==> config.mk <==
export PLATFORM = sky130hd
export DESIGN_NAME = cphu_ctrl
export DESIGN_NICKNAME = d
export VERILOG_FILES = /design/src/design/cphu_pkg.sv /design/src/design/cphu_ctrl.sv
export SDC_FILE = /design/constraint.sdc
export NUM_CORES = 1
export LEC_CHECK = 0
export BUFFER_PORTS_ARGS = -buffer_cell sky130_fd_sc_hd__buf_4
export CELL_PAD_IN_SITES_DETAIL_PLACEMENT = 0
export CELL_PAD_IN_SITES_GLOBAL_PLACEMENT = 2
export CORE_UTILIZATION = 32
export DETAILED_ROUTE_END_ITERATION = 16
export GPL_TIMING_DRIVEN = 1
export PLACE_DENSITY_LB_ADDON = 0.1
export SETUP_SLACK_MARGIN = 0.15
export SLEW_MARGIN = 20
export SYNTH_ARGS = -nofsm -noshare
export SYNTH_HDL_FRONTEND = slang
export SYNTH_SLANG_ARGS = --single-unit
==> constraint.sdc <==
create_clock -name clk -period 2.3 [get_ports clk]
set_input_delay 0.46 -clock clk [delete_from_list [all_inputs] [get_ports clk]]
set_output_delay 0.46 -clock clk [all_outputs]
set_load 0.01 [all_outputs]
==> src/design/cphu_pkg.sv <==
// Shared types and constants for the closest-point-on-hull unit.
// No dependencies; used by every module of the block.
`timescale 1ns / 1ps
`default_nettype none
package cphu_pkg;

	localparam int MAX_VERTICES = 8;
	localparam int VIDX_W       = 3;
	localparam int CNT_W        = 4;
	localparam int COORD_W      = 24;
	localparam int DIST_W       = 36;
	localparam int HEAD_W       = 16;
	localparam int CFG_IDX_W    = 3;
	localparam int CFG_DATA_W   = 24;
	localparam int DIV_STEPS    = 36;
	localparam int DIV_CNT_W    = 6;
	localparam logic [DIST_W-1:0] LIMIT_Q16 = 36'd65536000000;

	typedef enum logic [CFG_IDX_W-1:0] {
		REG_HULL_SIZE   = 3'd0,
		REG_CENTER_X    = 3'd1,
		REG_CENTER_Z    = 3'd2,
		REG_HEADING_COS = 3'd3,
		REG_HEADING_SIN = 3'd4
	} reg_idx_t;

	typedef enum logic [1:0] {
		STAT_FOUND = 2'd0,
		STAT_NONE  = 2'd1,
		STAT_EMPTY = 2'd2
	} status_t;

	typedef enum logic [4:0] {
		S_IDLE, S_DIFF, S_ROT1, S_ROT2, S_ROT3, S_VA, S_VB, S_D, S_ALONG, S_NORM,
		S_NUM, S_CHK, S_DIV, S_SIGN, S_OFS1, S_OFS2, S_OFS3, S_OFS4, S_E, S_NEXT,
		S_WB1, S_WB2, S_WB3, S_DONE
	} state_t;

	typedef enum logic [4:0] {
		OP_NOP, OP_DIFF, OP_ROT1, OP_ROT2, OP_ROT3, OP_VA, OP_VB, OP_D, OP_ALONG,
		OP_NORM, OP_NUM, OP_CHK, OP_DIV, OP_SIGN, OP_OFS1, OP_OFS2, OP_OFS3,
		OP_OFS4, OP_E, OP_WB1, OP_WB2, OP_WB3
	} op_t;

	typedef struct packed {
		op_t               op;
		logic [VIDX_W-1:0] raddr;
		logic              latch_query;
		logic              out_load;
	} dp_cmd_t;

	typedef struct packed {
		logic [CNT_W-1:0] cnt;
		logic             cand_ok;
		logic             out_busy;
	} dp_stat_t;

endpackage
`default_nettype wire

==> src/design/cphu_ctrl.sv <==
// Sequencer for the hull walk: one datapath op per cycle, held while output stalls.
// Depends on cphu_pkg.
`timescale 1ns / 1ps
`default_nettype none
module cphu_ctrl (
	input  wire logic                clk,
	input  wire logic                arst_n,
	input  wire logic                in_fire,
	input  wire logic                in_kind,
	input  wire cphu_pkg::dp_stat_t  stat,
	output logic                     in_ready,
	output cphu_pkg::dp_cmd_t        cmd
);

	cphu_pkg::state_t                  state_q, state_nx;
	logic [cphu_pkg::VIDX_W-1:0]       i_q;
	logic [cphu_pkg::DIV_CNT_W-1:0]    div_q;
	logic                              last;
	logic [cphu_pkg::VIDX_W-1:0]       i_next;

	assign last   = ({1'b0, i_q} == (stat.cnt - cphu_pkg::CNT_W'(1)));
	assign i_next = last ? '0 : i_q + cphu_pkg::VIDX_W'(1);

	always_ff @(posedge clk or negedge arst_n) begin
		if (!arst_n) begin
			state_q <= cphu_pkg::S_IDLE;
			i_q     <= '0;
			div_q   <= '0;
		end else begin
			state_q <= state_nx;
			if (state_q == cphu_pkg::S_IDLE)
				i_q <= '0;
			else if ((state_q == cphu_pkg::S_E || (state_q == cphu_pkg::S_CHK && !stat.cand_ok))
				&& !last)
				i_q <= i_next;
			if (state_q == cphu_pkg::S_DIV)
				div_q <= div_q + cphu_pkg::DIV_CNT_W'(1);
			else
				div_q <= '0;
		end
	end

	always_comb begin
		state_nx = state_q;
		unique case (state_q)
			cphu_pkg::S_IDLE: begin
				if (in_fire && in_kind)
					state_nx = (stat.cnt == '0) ? cphu_pkg::S_DONE : cphu_pkg::S_DIFF;
			end
			cphu_pkg::S_DIFF:  state_nx = cphu_pkg::S_ROT1;
			cphu_pkg::S_ROT1:  state_nx = cphu_pkg::S_ROT2;
			cphu_pkg::S_ROT2:  state_nx = cphu_pkg::S_ROT3;
			cphu_pkg::S_ROT3:  state_nx = cphu_pkg::S_VA;
			cphu_pkg::S_VA:    state_nx = cphu_pkg::S_VB;
			cphu_pkg::S_VB:    state_nx = cphu_pkg::S_D;
			cphu_pkg::S_D:     state_nx = cphu_pkg::S_ALONG;
			cphu_pkg::S_ALONG: state_nx = cphu_pkg::S_NORM;
			cphu_pkg::S_NORM:  state_nx = cphu_pkg::S_NUM;
			cphu_pkg::S_NUM:   state_nx = cphu_pkg::S_CHK;
			cphu_pkg::S_CHK: begin
				if (stat.cand_ok)
					state_nx = cphu_pkg::S_DIV;
				else
					state_nx = last ? cphu_pkg::S_WB1 : cphu_pkg::S_NEXT;
			end
			cphu_pkg::S_DIV: begin
				if (div_q == cphu_pkg::DIV_CNT_W'(cphu_pkg::DIV_STEPS - 1))
					state_nx = cphu_pkg::S_SIGN;
			end
			cphu_pkg::S_SIGN:  state_nx = cphu_pkg::S_OFS1;
			cphu_pkg::S_OFS1:  state_nx = cphu_pkg::S_OFS2;
			cphu_pkg::S_OFS2:  state_nx = cphu_pkg::S_OFS3;
			cphu_pkg::S_OFS3:  state_nx = cphu_pkg::S_OFS4;
			cphu_pkg::S_OFS4:  state_nx = cphu_pkg::S_E;
			cphu_pkg::S_E:     state_nx = last ? cphu_pkg::S_WB1 : cphu_pkg::S_NEXT;
			cphu_pkg::S_NEXT:  state_nx = cphu_pkg::S_VA;
			cphu_pkg::S_WB1:   state_nx = cphu_pkg::S_WB2;
			cphu_pkg::S_WB2:   state_nx = cphu_pkg::S_WB3;
			cphu_pkg::S_WB3:   state_nx = cphu_pkg::S_DONE;
			cphu_pkg::S_DONE: begin
				if (!stat.out_busy)
					state_nx = cphu_pkg::S_IDLE;
			end
			default: state_nx = cphu_pkg::S_IDLE;
		endcase
	end

	always_comb begin
		in_ready        = (state_q == cphu_pkg::S_IDLE);
		cmd.latch_query = (state_q == cphu_pkg::S_IDLE) && in_fire && in_kind;
		cmd.out_load    = (state_q == cphu_pkg::S_DONE) && !stat.out_busy;
		// the vertex read is registered: address the next vertex in the state before it is needed
		cmd.raddr       = (state_q == cphu_pkg::S_VA) ? i_next : i_q;
		unique case (state_q)
			cphu_pkg::S_DIFF:  cmd.op = cphu_pkg::OP_DIFF;
			cphu_pkg::S_ROT1:  cmd.op = cphu_pkg::OP_ROT1;
			cphu_pkg::S_ROT2:  cmd.op = cphu_pkg::OP_ROT2;
			cphu_pkg::S_ROT3:  cmd.op = cphu_pkg::OP_ROT3;
			cphu_pkg::S_VA:    cmd.op = cphu_pkg::OP_VA;
			cphu_pkg::S_VB:    cmd.op = cphu_pkg::OP_VB;
			cphu_pkg::S_D:     cmd.op = cphu_pkg::OP_D;
			cphu_pkg::S_ALONG: cmd.op = cphu_pkg::OP_ALONG;
			cphu_pkg::S_NORM:  cmd.op = cphu_pkg::OP_NORM;
			cphu_pkg::S_NUM:   cmd.op = cphu_pkg::OP_NUM;
			cphu_pkg::S_CHK:   cmd.op = cphu_pkg::OP_CHK;
			cphu_pkg::S_DIV:   cmd.op = cphu_pkg::OP_DIV;
			cphu_pkg::S_SIGN:  cmd.op = cphu_pkg::OP_SIGN;
			cphu_pkg::S_OFS1:  cmd.op = cphu_pkg::OP_OFS1;
			cphu_pkg::S_OFS2:  cmd.op = cphu_pkg::OP_OFS2;
			cphu_pkg::S_OFS3:  cmd.op = cphu_pkg::OP_OFS3;
			cphu_pkg::S_OFS4:  cmd.op = cphu_pkg::OP_OFS4;
			cphu_pkg::S_E:     cmd.op = cphu_pkg::OP_E;
			cphu_pkg::S_WB1:   cmd.op = cphu_pkg::OP_WB1;
			cphu_pkg::S_WB2:   cmd.op = cphu_pkg::OP_WB2;
			cphu_pkg::S_WB3:   cmd.op = cphu_pkg::OP_WB3;
			default:           cmd.op = cphu_pkg::OP_NOP;
		endcase
	end

endmodule
`default_nettype wire

==> summary.md <==
| Metric | Value |
|---|---|
| # IOs | `21` |
| Ys Warns | `0` |
| Largest net degree at the start of global routing | `15` |
| Final ANT Viol Nets | `0` |
| Vias in the first global route | `1198` |
| Sequential element share of the synthesized area | `0.288` |
| Outcome | `finished clean` |
| Slew @ Worst Pin | `376 ps` |
| Crit path max fanout | `5` |
| Tot GR Track Use | `0.175` |
| Synth cell types | `43` |
| Power density over the cells | `869 nW/um^2` |
| Syn avg cell area | `between 8 and 9 sq um` |
| CTS root buf | `clkbuf_8` |
| TritonCTS clock tree | `built` |
| Minimum clock period | `2110 ps` |
| Synth Instances | `147` |
| Share of cells above drive strength 1 | `0.333` |
| Syn Nets | `~170` |
| Post-DP HPWL | `approximately 2300 um` |
| Residual DRC count | `0` |
| Final period util | `0.917` |
| CTS clk-pin slew, worst paths | `60 ps` |
| Synthesis-stage register bit count | `14` |
| Filler cells | `roughly 360` |
| CTS Buffer Depth | `2` |
| First-pass GRT wire length | `roughly 5600 um` |
| Max-Cap Viols | `0` |
| Synth Cell Area | `1210 sq um` |
| Hold Buf Count CTS | `0` |
| Initial core utilization | `0.332` |
| Initial DRC Count | `31` |
| Setup Skew | `1.06 ps` |
| WL/cell | `14.1 um` |
| Final setup TNS | `0 ps` |
| Drt pass-1 iters | `4` |
| Crit Path Class | `flop to output pin` |
| Worst skew pair latency | `240 ps` |
| Initial antenna violation count | `0` |
| Setup crit end kind | `output pin` |
| # diodes | `0` |
| CTS Buf Count | `3` |
| # rows | `22` |
| CP required | `1840 ps` |
| Fin. Hold Viols | `0` |
| Startpoint Class | `flop` |
| Setup-failing EPs final | `0` |
| RSZ-0062 raised after global routing | `false` |
| Total Wirelength | `3210 um` |
| Fmax | `roughly 470 MHz` |
| DIE WIDTH | `63.6 um` |
| Total power | `0.00144 W` |
| Die area | `4050 sq um` |
| Hold Path Class | `input port to asynchronous set/reset pin` |
| # H-tree levels | `1` |
| Vias per std cell | `5.20` |
| Sink Count | `14` |
| Arr. time, crit path | `1650 ps` |
| Most common cell after layout, fill and taps aside | `buf_4` |
| Pleak | `0.726 nW` |
| Layout area overhead | `36.4%` |
| Slew headroom | `0.749` |
| Peak supply drop | `approximately 0.38 mV` |
| Buffers on Ports | `20` |
| GP Congestion | `0.743` |
| Die height | `63.6 um` |
| Layout Nets | `200` |
| Total grt overflow | `0` |
| Slew Limit Fails | `0` |
| Vias | `about 1200` |
| Most frequent cells in the layout | `40 x buf_4, 15 x nand2_1, 13 x nor2_1, 13 x dfrtp_1` |
| Core area | `about 3700 sq um` |
## synth_stat cells (all sizes together)
master   count  area (sq um)
a2111o       1          11.3
a21boi       1          7.51
a21oi        7          35.0
a22o         2          17.5
a311oi       1          8.76
and4b        1          10.0
buf          4          23.8
clkbuf       6          22.5
dfrtp       14           350
ha           8           100
inv          8          30.0
mux2i        4          40.0
nand2       15          56.3
nand2b       3          18.8
nand3        3          15.0
nand3b       2          15.0
nand4b       2          17.5
nand4bb      2          22.5
nor2        14          52.6
nor2b        3          18.8
nor3         3          15.0
nor3b        1          7.51
nor4         1          6.26
nor4b        2          17.5
o2111ai      1          8.76
o211ai       6          45.0
o21a         1          7.51
o21ai       13          65.1
o21bai       2          15.0
o22ai        2          12.5
o31ai        1          7.51
o32ai        1          8.76
o41ai        1          8.76
or3b         1          8.76
or4b         2          23.8
xnor2        2          17.5
xnor3        1          22.5
xor2         5          43.8
## state kept, by name, summed over array words and instances, names as in the netlist
| signal | count |
|---|---|
| div_q | 6 |
| i_q | 3 |
| state_q | 5 |
## path summary, 6_finish.rpt
check / startpoint / endpoint / slack [ps] / depth (start not counted)
setup / recovery: state_q[1] / cmd[1] / 190 / 5
setup reg to reg: state_q[0] / state_q[1] / 290 / 6
min in group clk: div_q[0] / div_q[0] / 470 / 1
hold / removal: arst_n / div_q[3] / 50 / 1
max in group asynchronous: arst_n / state_q[1] / 2060 / 1
hold reg to reg: div_q[0] / div_q[0] / 470 / 1
## where the power goes
| group | total (W) | switching, W | internal, W |
|---|---|---|---|
| Combinational | 0.000908 | 0.000452 | 0.000456 |
| Sequential | 0.000333 | 0.0000527 | 0.000280 |
| Clock | 0.000199 | 0.0000835 | 0.000116 |
## logic make-up (layout without fill, tap and decap cells)
group | after synthesis | count (layout) | share of synthesized area
adder cells (fa/ha/maj) | 8 | 8 | 0.0824
buffers and inverters | 18 | 51 | 0.0628
multiplexers | 4 | 4 | 0.0330
flip-flops | 14 | 14 | 0.288
AND/OR/NAND/NOR | 55 | 55 | 0.251
XOR/XNOR | 8 | 8 | 0.0690
AO/OA/AOI/OAI | 40 | 40 | 0.213
## final cells by class
type                       instances  area (sq um)  area share
multi-input combinational        115           871       0.526
inverter                           8          32.5      0.0196
tap                               48          60.1      0.0363
sequential                        14           352       0.212
timing repair buffer              40           300       0.181
clock buffer                       3          41.3      0.0249
## per-layer routing
layer	global-route usage	vias to the layer above	routed length [um]
met2	0.269	26	1430
met5	0	-	0
li1	-	599	-
met1	0.243	555	1620
met4	0.0682	0	53
met3	0.0254	5	109
## stage by stage
stage,hold WS [ps],instances,setup WS [ps],utilization,instance area [sq um]
2_1_floorplan,164,147,216,-,1210
3_3_place_gp,317,218,148,0.403,1480
3_5_place_dp,323,218,112,0.403,1480
4_1_cts,52.4,223,149,0.433,1580
5_1_grt,61.9,228,140,0.452,1660
6_report,54.0,228,192,0.452,1660
## repair_timing
item	4_1_cts	5_1_grt
endpoints found under the setup margin	6	6
buffers inserted	2	5
pin swaps	0	5
resized for setup	11	11
## critical path, stage by stage, from the launching register on
cell     delay (ps)
dfrtp_2         450
inv_4           100
ha_4            130
or4b_4          490
nor2_2          120
buf_4           120
Power figures use the tool's default switching activity.
